==> src/sv/mf2d_pkg.sv <==
// Package: register map, widths and types for the minifloat converter
package mf2d_pkg;
    localparam int PATTERN_BITS_DEF = 32;
    localparam int TW_W = 6;
    localparam int EW_W = 4;
    localparam int CFG_AW = 3;
    localparam logic [CFG_AW-1:0] ADDR_TOTAL_WIDTH = 3'd0;
    localparam logic [CFG_AW-1:0] ADDR_EXPONENT_WIDTH = 3'd4;
    localparam logic [TW_W-1:0] TW_RESET = 6'd16;
    localparam logic [EW_W-1:0] EW_RESET = 4'd5;

    // Decoded format settings after saturation
    typedef struct packed {
        logic [5:0] t;
        logic [3:0] e;
        logic [5:0] f;
    } fmt_t;

    // Fields after stage 1 (unpacked item)
    typedef struct packed {
        logic        sign;
        logic [7:0]  expf;
        logic [31:0] frac;   // fraction, left-justified at bit 31
        logic [5:0]  f;
        logic [3:0]  e;
    } fields_t;
endpackage

==> src/sv/mf2d_cfg.sv <==
// APB register file holding and saturating the format settings
module mf2d_cfg #(
    parameter int PATTERN_BITS = 32
) (
    input  logic                  aclk,
    input  logic                  aresetn,
    input  logic                  psel,
    input  logic                  penable,
    input  logic                  pwrite,
    input  logic [2:0]            paddr,
    input  logic [31:0]           pwdata,
    output logic [31:0]           prdata,
    output logic                  pready,
    output mf2d_pkg::fmt_t        fmt
);
    import mf2d_pkg::*;

    logic [TW_W-1:0] tw_reg;
    logic [EW_W-1:0] ew_reg;
    logic            wr;
    logic [5:0]      t_sat;
    logic [3:0]      e_sat;

    assign pready = 1'b1;
    assign wr = psel && penable && pwrite;

    // register writes
    always_ff @(posedge aclk) begin
        if (!aresetn) begin
            tw_reg <= TW_RESET;
            ew_reg <= EW_RESET;
        end else if (wr) begin
            if (paddr == ADDR_TOTAL_WIDTH) tw_reg <= pwdata[TW_W-1:0];
            if (paddr == ADDR_EXPONENT_WIDTH) ew_reg <= pwdata[EW_W-1:0];
        end
    end

    // read-back
    always_comb begin
        prdata = '0;
        case (paddr)
            ADDR_TOTAL_WIDTH:    prdata = {26'd0, tw_reg};
            ADDR_EXPONENT_WIDTH: prdata = {28'd0, ew_reg};
            default:             prdata = '0;
        endcase
    end

    // saturation into legal ranges
    always_comb begin
        t_sat = tw_reg;
        if (tw_reg < 6'd4) t_sat = 6'd4;
        if (tw_reg > 6'(PATTERN_BITS)) t_sat = 6'(PATTERN_BITS);
        e_sat = ew_reg;
        if (ew_reg < 4'd2) e_sat = 4'd2;
        if (ew_reg > 4'd8) e_sat = 4'd8;
        if (6'(e_sat) > t_sat - 6'd1) e_sat = 4'(t_sat - 6'd1);
        fmt.t = t_sat;
        fmt.e = e_sat;
        fmt.f = t_sat - 6'd1 - 6'(e_sat);
    end
endmodule

==> src/sv/mf2d_unpack.sv <==
// Stage 1: field extraction of the raw pattern
module mf2d_unpack (
    input  logic [31:0]           pattern,
    input  mf2d_pkg::fmt_t        fmt,
    output mf2d_pkg::fields_t     fld
);
    import mf2d_pkg::*;

    logic [31:0] shr;
    logic [31:0] emask;

    always_comb begin
        shr   = pattern >> fmt.f;
        emask = (32'd1 << fmt.e) - 32'd1;
        fld.sign = pattern[5'(fmt.t - 6'd1)];
        fld.expf = 8'(shr & emask);
        // left-justify fraction: drop everything above it
        fld.frac = (fmt.f == 6'd0) ? 32'd0 : (pattern << (6'd32 - fmt.f));
        fld.f = fmt.f;
        fld.e = fmt.e;
    end
endmodule

==> src/sv/mf2d_lzc.sv <==
// Leading-zero count over a 32-bit word
module mf2d_lzc (
    input  logic [31:0] din,
    output logic [5:0]  cnt
);
    logic [15:0] h;
    logic [7:0]  b;
    logic [3:0]  n;
    logic [1:0]  d;

    // binary search, five narrow steps
    always_comb begin
        cnt = 6'd0;
        if (din == 32'd0) begin
            cnt = 6'd32;
            h = '0; b = '0; n = '0; d = '0;
        end else begin
            if (din[31:16] == 16'd0) begin cnt[4] = 1'b1; h = din[15:0]; end
            else h = din[31:16];
            if (h[15:8] == 8'd0) begin cnt[3] = 1'b1; b = h[7:0]; end
            else b = h[15:8];
            if (b[7:4] == 4'd0) begin cnt[2] = 1'b1; n = b[3:0]; end
            else n = b[7:4];
            if (n[3:2] == 2'd0) begin cnt[1] = 1'b1; d = n[1:0]; end
            else d = n[3:2];
            cnt[0] = ~d[1];
        end
    end
endmodule

==> src/sv/minifloat_to_binary64.sv <==
// Top level: three-stage minifloat to binary64 conversion pipeline
//  channel | dir | signals                     | payload
//  s_      | in  | s_tvalid s_tready s_tdata   | pattern[31:0]
//  m_      | out | m_tvalid m_tready m_tdata   | double_bits[63:0]
//  cfg     | in  | psel penable pwrite paddr   | total_width, exponent_width
// One request per cycle while m_tready does not stall; stages are unpack, leading-zero count, pack.
// Reset is synchronous and clears all valid bits and the registers to 16 and 5.
// A stall on m_tready holds the unbroken run of full stages at the output; s_tready falls only when the pipe is full.
module minifloat_to_binary64 #(
    parameter int PATTERN_BITS = mf2d_pkg::PATTERN_BITS_DEF
) (
    input  logic        aclk,
    input  logic        aresetn,
    input  logic        s_tvalid,
    output logic        s_tready,
    input  logic [31:0] s_tdata,   // [31:0] pattern
    output logic        m_tvalid,
    input  logic        m_tready,
    output logic [63:0] m_tdata,   // [63:0] double_bits
    input  logic        psel,
    input  logic        penable,
    input  logic        pwrite,
    input  logic [2:0]  paddr,
    input  logic [31:0] pwdata,
    output logic [31:0] prdata,
    output logic        pready
);
    import mf2d_pkg::*;

    fmt_t    fmt;
    fields_t fld;
    logic    adv1, adv2, adv3;

    logic    v1_reg, v2_reg, v3_reg;
    fields_t f1_reg;
    logic [5:0]  lz;
    logic [5:0]  lz2_reg;
    fields_t     f2_reg;
    logic [63:0] d3_reg, d3_next;

    mf2d_cfg #(.PATTERN_BITS(PATTERN_BITS)) u_cfg (
        .aclk, .aresetn, .psel, .penable, .pwrite, .paddr, .pwdata,
        .prdata, .pready, .fmt
    );

    mf2d_unpack u_unpack (.pattern(s_tdata), .fmt, .fld);

    // stage control: each stage moves when the one after it is free
    assign adv3 = !v3_reg || m_tready;
    assign adv2 = !v2_reg || adv3;
    assign adv1 = !v1_reg || adv2;
    assign s_tready = adv1;

    always_ff @(posedge aclk) begin
        if (!aresetn) begin
            v1_reg <= 1'b0; v2_reg <= 1'b0; v3_reg <= 1'b0;
        end else begin
            if (adv1) v1_reg <= s_tvalid;
            if (adv2) v2_reg <= v1_reg;
            if (adv3) v3_reg <= v2_reg;
        end
    end

    // stage 1: unpacked fields
    always_ff @(posedge aclk) begin
        if (adv1) f1_reg <= fld;
    end

    mf2d_lzc u_lzc (.din(f1_reg.frac), .cnt(lz));

    // stage 2: leading-zero count of the fraction
    always_ff @(posedge aclk) begin
        if (adv2) begin
            f2_reg  <= f1_reg;
            lz2_reg <= lz;
        end
    end

    // stage 3: exponent and mantissa assembly
    always_comb begin
        logic [10:0] bias;
        logic [10:0] dexp;
        logic [51:0] mant;
        logic [31:0] sh;
        bias = (11'd1 << (f2_reg.e - 4'd1)) - 11'd1;
        dexp = 11'd0;
        mant = 52'd0;
        sh   = 32'd0;
        if (f2_reg.expf != 8'd0) begin
            dexp = 11'(f2_reg.expf) - bias + 11'd1023;
            mant = {f2_reg.frac, 20'd0};
        end else if (f2_reg.frac != 32'd0) begin
            // msb = 31 - lz; dexp = 1023 - bias + msb - 31, relative to justified frac
            dexp = 11'd1023 - bias - 11'(lz2_reg);
            sh   = f2_reg.frac << (lz2_reg + 6'd1);
            mant = {sh, 20'd0};
        end
        d3_next = {f2_reg.sign, dexp, mant};
    end

    always_ff @(posedge aclk) begin
        if (adv3) d3_reg <= d3_next;
    end

    assign m_tvalid = v3_reg;
    assign m_tdata  = d3_reg;
endmodule

==> config.mk <==
export PLATFORM = sky130hd
export DESIGN_NAME = minifloat_to_binary64
export DESIGN_NICKNAME = d
export VERILOG_FILES = /design/src/sv/mf2d_pkg.sv /design/src/sv/mf2d_cfg.sv /design/src/sv/mf2d_unpack.sv /design/src/sv/mf2d_lzc.sv /design/src/sv/minifloat_to_binary64.sv
export SDC_FILE = /design/constraint.sdc
export NUM_CORES = 1
export LEC_CHECK = 0
export BUFFER_PORTS_ARGS = -buffer_cell sky130_fd_sc_hd__buf_4
export CELL_PAD_IN_SITES_DETAIL_PLACEMENT = 0
export CELL_PAD_IN_SITES_GLOBAL_PLACEMENT = 2
export CORE_UTILIZATION = 41
export CTS_CLUSTER_DIAMETER = 50
export DETAILED_ROUTE_END_ITERATION = 10
export GPL_ROUTABILITY_DRIVEN = 0
export GPL_TIMING_DRIVEN = 0
export MAX_ROUTING_LAYER = met4
export PLACE_DENSITY = 0.92
export SYNTH_ARGS = -nofsm -noshare
export SYNTH_HDL_FRONTEND = slang
export SYNTH_HIERARCHICAL = 1
export SYNTH_SLANG_ARGS = --single-unit
==> constraint.sdc <==
create_clock -name aclk -period 9.4 [get_ports aclk]
set_input_delay 1.88 -clock aclk [delete_from_list [all_inputs] [get_ports aclk]]
set_output_delay 1.88 -clock aclk [all_outputs]
set_load 0.005 [all_outputs]
==> results of run 1 <==
[power by group through the flow]
stage                     Clock (mW)  Combinational [mW]  Sequential (mW)
after floorplan                    0               0.815            0.933
after global placement             0                1.15            0.952
after detailed placement           0                1.15            0.955
after CTS                      0.696                1.16            0.941
after global routing           0.722                1.28            0.954
final                          0.683                1.18            0.942
[worst paths after layout]
kind	endpoint	depth (start not counted)	slack [ns]
max reg2reg	f1_reg[40]	22	2.31
max	f1_reg[40]	22	2.31
min	f2_reg[47]	0	0.42
min reg2reg	f2_reg[47]	0	0.42
[metal layers]
| metal | vias up | wire [um] | global-route usage |
|---|---|---|---|
| li1 | 5238 | - | - |
| met5 | - | 0 | - |
| met4 | 0 | 992 | 0.0769 |
| met1 | 5258 | 15900 | 0.296 |
| met3 | 82 | 2240 | 0.0278 |
| met2 | 543 | 16900 | 0.360 |
[metrics by stage]
step	hold WS [ns]	setup WS, ns	power (mW)
finish	0.418	2.31	2.81
global placement	0.400	2.36	2.11
detailed placement	0.405	2.34	2.11
floorplan	0.400	3.65	1.75
CTS	0.422	2.31	2.79
global route	0.424	1.85	2.95
[cells in the final DEF, fill, tap and decap left out, drive strengths merged, types with 26 or more instances in the layout]
master	count
inv	47
edfxtp	140
conb	47
buf	188
clkbuf	76
nand3	26
o21ai	80
xnor2	30
nor2	87
mux2i	92
a21oi	54
mux4	76
ha	26
nand2	167
[area by class of cell]
class	instances	area (um^2)
inverters	42	158
multi-input cells	1026	7840
well taps	402	503
flip-flops and latches	153	4460
repair buffers	100	776
plain buffers	147	836
fillers	2976	16400
clock inverters	15	183
clock buffers	17	425
[worst reg2reg max path: stages, from the launching register on]
cell,delay [ns]
dfxtp_1,0.33
buf_2,0.18
nor2_1,0.15
nand2_1,0.13
ha_1,0.27
nor2b_1,0.17
a221oi_4,0.42
ha_1,0.31
o211ai_1,0.11
a211oi_2,0.12
buf_2,0.21
o21ai_0,0.69
ha_1,0.34
fa_1,0.42
inv_1,0.28
inv_2,0.15
buf_1,0.29
ha_1,0.36
clkbuf_1,0.35
clkbuf_1,0.45
mux4_2,0.41
mux2i_1,0.45
o221ai_1,0.22
==> results.yml, run 1 <==
run_status:
  outcome: "completed"
clock_tree:
  cts.sinks: 153
  cts_buffer_depth: 2
  cts.reportedPaths.clkPinSlew_ns: 0.07
  cts-resized-gates: 0
  clk_latency_ns: 0.43
  hold_buffers: 0
  htreeDepth: 4
  cts_root_buffer: "clkbuf_16"
  post-cts-setup-buffers: 0
  cts_tree: "yes"
  numCtsBuffers: 17
cells_and_area:
  final_cell_area_um2: 15200
  largest_reg_flops: 45
  final_util: 0.481
  syn_to_final_growth_pct: 15.7
  nets: 1590
  final_layout_size_suffix_gt1_frac: 0.222
  finalNonFillerCells: 1902
  diodes: 0
die:
  die-area_um2: 32700
  row_count: 65
  die_width_um: 181
  initial_core_util: 0.416
  die_h_um: 181
  ios: 173
  placeableCoreArea_um2: 31600
setup_path:
  critPathLaunch: "u_cfg/tw_reg[5]"
  critPathRequiredTime_ns: 9.55
  start_kind: "flip-flop"
  worstReg2RegStart: "u_cfg/tw_reg[5]"
  cp-end-kind: "flip-flop"
  cp_cell_sequence: "buf_2, nor2_1, nand2_1, ha_1, nor2b_1, a221oi_4, ha_1, o211ai_1, a211oi_2, buf_2, o21ai_0, ha_1, fa_1, inv_1, inv_2, buf_1, ha_1, clkbuf_1, clkbuf_1, mux4_2, mux2i_1, o221ai_1"
  cp_slowest_stage_delay_ns: 0.69
  crit_family: "buffers and inverters"
  crit_path_max_fanout: 10
  path_buf_inv: 7
  slowest_stage: "o21ai_0"
  crit_type: "reg2reg"
  critPathArrivalTime_ns: 7.24
  cp_common_cell: "ha_1"
timing:
  setup-violations-final: 0
  final_max_slew_viol_count: 0
  tightest_slew_ns: 0.937
  layout_min_cycle_time_ns: 7.09
  rsz0062_at_grt: "false"
  fin_crit_sh: 0.755
  fin_skew_ns: 0.0176
  relSlewSlack: 0.375
  hold_violations: 0
  tns_ns: 0
  max_clock_freq_mhz: 141
global_routing:
  antenna_found_initial: 0
  grt-ovfl-total: 0
  grt_pass1_wl_um: 57300
  grt_usage: 0.225
  grt_max_degree: 47
  first_global_vias: 10500
power:
  power_frac_clock: 0.243
  p_sw_frac: 0.383
  p_leak_nw: 6.10
  p_int_mw: 1.73
  seqPwrFrac: 0.336
  ir_drop_v: 0.000126
  power.density_nw_per_um2: 185
  comb_power_share: 0.421
  power.net_switching_mw: 1.08
placed_design:
  dp_hpwl_um: 27800
  dpl_cell_area_um2: 14600
  port_buffers: 98
  dp_cells: 1870
route:
  avgViaCountPerCell: 5.85
  drt_wl_total_um: 36000
  num_vias: 11100
  post_drt_wl_per_cell_um: 18.9
  drt_iter0_drc: 1144
  antenna_left: 0
  drt_first_pass_iters: 6
  drc: 0
logic_synthesis:
  syn_avg_cell_area_um2: 9.92
  netlist_instances: 1324
  ys.warnings.count: 6
  netlist_area_um2: 13100
job:
  maxCapViolCount: 0
min_path:
  hp-start: "f1_reg[47]"
  min_path_type: "reg2reg"
Note: power is estimated with default switching activity, not from simulation.
==> run 2: changes to the inputs <==
Settings changed: CORE_UTILIZATION 41 to 34, PLACE_DENSITY 0.92 to 0.82.
Clock period 9.4 ns to 5.9 ns, I/O delays scaled along.
==> run 2 against run 1 <==
Maximum frequency grew 26%. Global-route usage decreased by 2.6 points. Critical path type unchanged. Non-clock buffer count grew 3. Utilization shrank 7.2 points. Cell area is 2.0% higher. Critical path depth did not move. Routed wire length increased by 5.3%. Total power rose by 61%. Sequential share of layout area down 0.56 points. Combinational power increased by 62%. Sequential power increased by 59%. Clock power grew 60%.
==> results.yml, run 2 (synthesis gave the netlist of run 1 again) <==
setup_path:
  slowest_stage: "fa_1"
  crit_family: "adder cells"
  cp-end-kind: "flip-flop"
  critPathRequiredTime_ns: 6.06
  r2r_slack_ns: 0.26
  crit_type: "reg2reg"
  cp_cell_sequence: "buf_2, nor2_1, nand2_1, ha_1, nor2b_1, a221oi_4, ha_1, and4_1, a211oi_4, buf_6, nand2_1, o21ai_4, ha_2, fa_1, inv_4, inv_2, clkbuf_4, ha_4, clkbuf_4, mux4_2, mux2i_2, o221ai_1"
  crit_path_max_fanout: 10
  path_buf_inv: 6
  start_kind: "flip-flop"
  cp_slowest_stage_delay_ns: 0.45
  critPathArrivalTime_ns: 5.80
clock_tree:
  cts.sinks: 153
  cts.reportedPaths.clkPinSlew_ns: 0.06
  clk_latency_ns: 0.44
  htreeDepth: 4
  numCtsBuffers: 17
  cts_buffer_depth: 2
  cts_tree: "yes"
  cts_root_buffer: "clkbuf_16"
  hold_buffers: 0
timing:
  hold_violations: 0
  setup-violations-final: 0
  final_max_slew_viol_count: 0
  tightest_slew_ns: 0.902
  layout_min_cycle_time_ns: 5.64
  max_clock_freq_mhz: 177
  fin_skew_ns: 0.0152
  fin_crit_sh: 0.956
  relSlewSlack: 0.399
  tns_ns: 0
  layout_setup_ws_ns: 0.259
die:
  row_count: 71
  die_h_um: 198
  ios: 173
  placeableCoreArea_um2: 37800
  die_width_um: 198
  initial_core_util: 0.347
  die-area_um2: 39400
placed_design:
  dpl_cell_area_um2: 14700
  dp_slack_ns: -1.24
  dp_cells: 1979
  port_buffers: 98
  dp_hpwl_um: 29400
cells_and_area:
  syn_to_final_growth_pct: 18.0
  final_layout_size_suffix_gt1_frac: 0.247
  final_cell_area_um2: 15500
  nets: 1593
  diodes: 0
  finalNonFillerCells: 2014
  final_common_cell: "nand2_1"
  final_cell_mix: "nand2_1 (165), buf_4 (159), edfxtp_1 (140)"
  largest_reg_flops: 45
route:
  antenna_left: 0
  drt_wl_total_um: 37900
  drc: 0
  num_vias: 11000
  drt_iter0_drc: 840
  post_drt_wl_per_cell_um: 18.8
  avgViaCountPerCell: 5.46
  drt_first_pass_iters: 5
min_path:
  min_path_type: "reg2reg"
power:
  ir_drop_v: 0.000224
  total_power_mw: 4.50
  power.density_nw_per_um2: 291
  p_leak_nw: 6.17
global_routing:
  grt_pass1_wl_um: 59500
  grt_usage: 0.199
  antenna_found_initial: 0
  grt_max_degree: 46
  grt-ovfl-total: 0
  first_global_vias: 10600
job:
  maxCapViolCount: 0
run_status:
  outcome: "completed"
run 2: metal layers:
layer,global-route usage,routed length (um),part of all wire,vias to the layer above
li1,-,-,-,5244
met3,0.0283,2120,0.056,67
met4,0.0704,974,0.026,0
met2,0.314,17500,0.46,444
met5,-,0,0,-
met1,0.262,17300,0.46,5251
run 2: layout make-up:
| class | count | area [um^2] |
|---|---|---|
| well taps | 511 | 639 |
| plain buffers | 145 | 866 |
| inverters | 42 | 164 |
| repair buffers | 105 | 813 |
| flip-flops and latches | 153 | 4470 |
| clock buffers | 17 | 425 |
| clock inverters | 15 | 159 |
| fillers | 3768 | 22400 |
| multi-input cells | 1026 | 7950 |
run 2: path summary, 6_finish.rpt:
kind	startpoint	to	depth (start not counted)
max	u_cfg/tw_reg[5]	f1_reg[40]	22
min	d3_next[63]	m_tdata[63]	0
max reg2reg	u_cfg/tw_reg[5]	f1_reg[40]	22
min reg2reg	d3_next[63]	m_tdata[63]	0
run 2: power breakdown:
| group | internal, mW | leakage (nW) | switching, mW | total (mW) |
|---|---|---|---|---|
| logic | 0.816 | 4.17 | 1.09 | 1.91 |
| clock network | 0.595 | 0.282 | 0.495 | 1.09 |
| registers | 1.38 | 1.72 | 0.122 | 1.50 |
| total | 2.79 | 6.17 | 1.71 | 4.50 |
run 2: timing repair:
action,CTS,global route
buffers inserted,0,5
resized for setup,27,27
pin swaps,0,3
endpoints found under the setup margin,38,39
gates cloned,0,0
run 2: through the flow:
stage | hold slack, ns | utilization
floorplan | 0.400 | -
global placement | 0.401 | 0.388
detailed placement | 0.405 | 0.389
CTS | 0.420 | 0.406
global route | 0.422 | 0.409
finish | 0.419 | 0.409
==> run 3: changes to the inputs <==
--- a/config.mk
+++ b/config.mk
@@ -16,3 +16,3 @@
 export MAX_ROUTING_LAYER = met4
-export PLACE_DENSITY = 0.82
+export PLACE_DENSITY = 0.84
 export SYNTH_ARGS = -nofsm -noshare
--- a/constraint.sdc
+++ b/constraint.sdc
@@ -3,2 +3,2 @@
 set_output_delay 1.18 -clock aclk [all_outputs]
-set_load 0.005 [all_outputs]
+set_load 0.05 [all_outputs]
==> run 3 against run 2 <==
Via count up 0.81%. Largest cell class unchanged. Non-clock buffer count fell by 1. Critical path depth grew 2. Count of clock-buffer cells in the layout is 1 higher. Largest power group unchanged. Register-to-register slack improved by 0.08 ns. Routed wire length shrank 0.83%. Sequential power about the same. First-iteration DRC count up 15%. Clock skew shrank 0.0029 ns. Die area unchanged.
==> results.yml, run 3 (synthesis gave the netlist of run 1 again) <==
run_status:
  outcome: "completed"
die:
  ios: 173
  placeableCoreArea_um2: 37800
  die-area_um2: 39400
  die_width_um: 198
  row_count: 71
  initial_core_util: 0.347
  die_h_um: 198
timing:
  rsz0062_at_grt: "false"
  tns_ns: 0
  hold_slack_ns: 0.419
  hold_violations: 0
  max_clock_freq_mhz: 180
  layout_min_cycle_time_ns: 5.56
  tightest_slew_ns: 0.937
  fin_crit_sh: 0.943
  fin_skew_ns: 0.0122
  final_max_slew_viol_count: 0
  relSlewSlack: 0.376
  setup-violations-final: 0
clock_tree:
  clk_latency_ns: 0.44
  cts_buffer_depth: 2
  cts_tree: "yes"
  numCtsBuffers: 17
  cts.sinks: 153
  htreeDepth: 4
  hold_buffers: 0
  cts_root_buffer: "clkbuf_16"
  cts.reportedPaths.clkPinSlew_ns: 0.06
cells_and_area:
  nets: 1592
  syn_to_final_growth_pct: 18.3
  nFillCells: 3761
  diodes: 0
  final_util: 0.410
  ff_latch_area_um2: 4470
  multi_input_area_um2: 7950
  largest_reg_flops: 45
  final_common_cell: "nand2_1"
  final_cell_mix: "nand2_1 (165), buf_4 (159), edfxtp_1 (140)"
  final_layout_size_suffix_gt1_frac: 0.247
placed_design:
  port_buffers: 98
  dp_hpwl_um: 29100
power:
  ir_drop_v: 0.000232
  total_power_mw: 4.93
  p_leak_nw: 6.19
  power.density_nw_per_um2: 317
global_routing:
  antenna_found_initial: 0
  grt_max_degree: 47
  grt_usage: 0.197
  grt-ovfl-total: 0
  grt_pass1_wl_um: 58700
  first_global_vias: 10500
route:
  post_drt_wl_per_cell_um: 18.7
  drt_first_pass_iters: 5
  num_vias: 11100
  antenna_left: 0
  drc: 0
  drt_wl_total_um: 37600
  drt_iter0_drc: 966
  avgViaCountPerCell: 5.51
setup_path:
  start_kind: "flip-flop"
  critPathRequiredTime_ns: 6.06
  crit_path_max_fanout: 10
  crit_type: "reg2reg"
  critPathArrivalTime_ns: 5.72
  cp-end-kind: "flip-flop"
job:
  maxCapViolCount: 0
min_path:
  min_path_type: "reg2reg"
## run 3: cell types whose count changed in the layout (fill, tap and decap cells not counted), sizes merged
cell,change
buf,-2
bufinv,+3
clkbuf,+2
clkinv,-6
inv,+1
## run 3: layout make-up
type / count / share of cell area
Multi-Input combinational cell: 1026 / 0.512
Sequential cell: 153 / 0.288
Buffer: 145 / 0.0560
Timing Repair Buffer: 104 / 0.0519
Tap cell: 511 / 0.0412
Clock buffer: 18 / 0.0276
Clock inverter: 13 / 0.0134
Inverter: 42 / 0.0106
## run 3: what timing repair did
item	in CTS	in global routing
endpoints found under the setup margin	40	39
gates resized for setup	29	30
buffers inserted	1	3
cloned	0	0
pin swaps	1	1
## run 3: power breakdown
part | internal, mW | leakage [nW] | switching (mW) | total, mW
clock network | 0.722 | 0.309 | 0.480 | 1.20
logic | 0.826 | 4.16 | 1.40 | 2.23
registers | 1.38 | 1.72 | 0.120 | 1.50
total | 2.93 | 6.19 | 2.00 | 4.93
## run 3: worst paths after layout
kind / slack [ns] / startpoint / endpoint / depth (start not counted)
min reg2reg: 0.42 / f1_reg[0] / f2_reg[0] / 0
max reg2reg: 0.34 / u_cfg/tw_reg[5] / f1_reg[37] / 24
max: 0.34 / u_cfg/tw_reg[5] / f1_reg[37] / 24
min: 0.42 / f1_reg[0] / f2_reg[0] / 0
## run 3: metrics by stage
step	std cells	setup WS, ns	cell area, um^2
after floorplan	1368	0.149	13300
after global placement	1977	-1.22	14700
after detailed placement	1979	-1.26	14700
after CTS	2009	0.0378	15400
after global routing	2012	0.0150	15500
final	2012	0.335	15500
## run 3: critical path: stages, from the launching register on
cell      delay, ns
dfxtp_1        0.32
buf_2          0.18
nor2_1         0.14
nand2_1        0.14
ha_2           0.24
nor2b_1        0.15
a221oi_4       0.30
ha_1           0.29
and4_1         0.24
a211oi_4       0.22
buf_6          0.19
nand2_1        0.07
o21ai_2        0.15
ha_2           0.27
fa_1           0.46
inv_4          0.13
inv_2          0.09
buf_4          0.20
ha_4           0.34
buf_4          0.20
mux4_2         0.36
mux2i_2        0.22
nand2_1        0.07
o21ai_0        0.13
o221ai_1       0.17
## run 3: per-layer routing
| layer | track usage | wire length, um | share of wire | up-vias |
|---|---|---|---|---|
| met5 | - | 0 | 0 | - |
| met2 | 0.309 | 17400 | 0.46 | 493 |
| met1 | 0.261 | 17000 | 0.45 | 5291 |
| met4 | 0.0709 | 908 | 0.024 | 0 |
| li1 | - | - | - | 5241 |
| met3 | 0.0242 | 2260 | 0.060 | 70 |
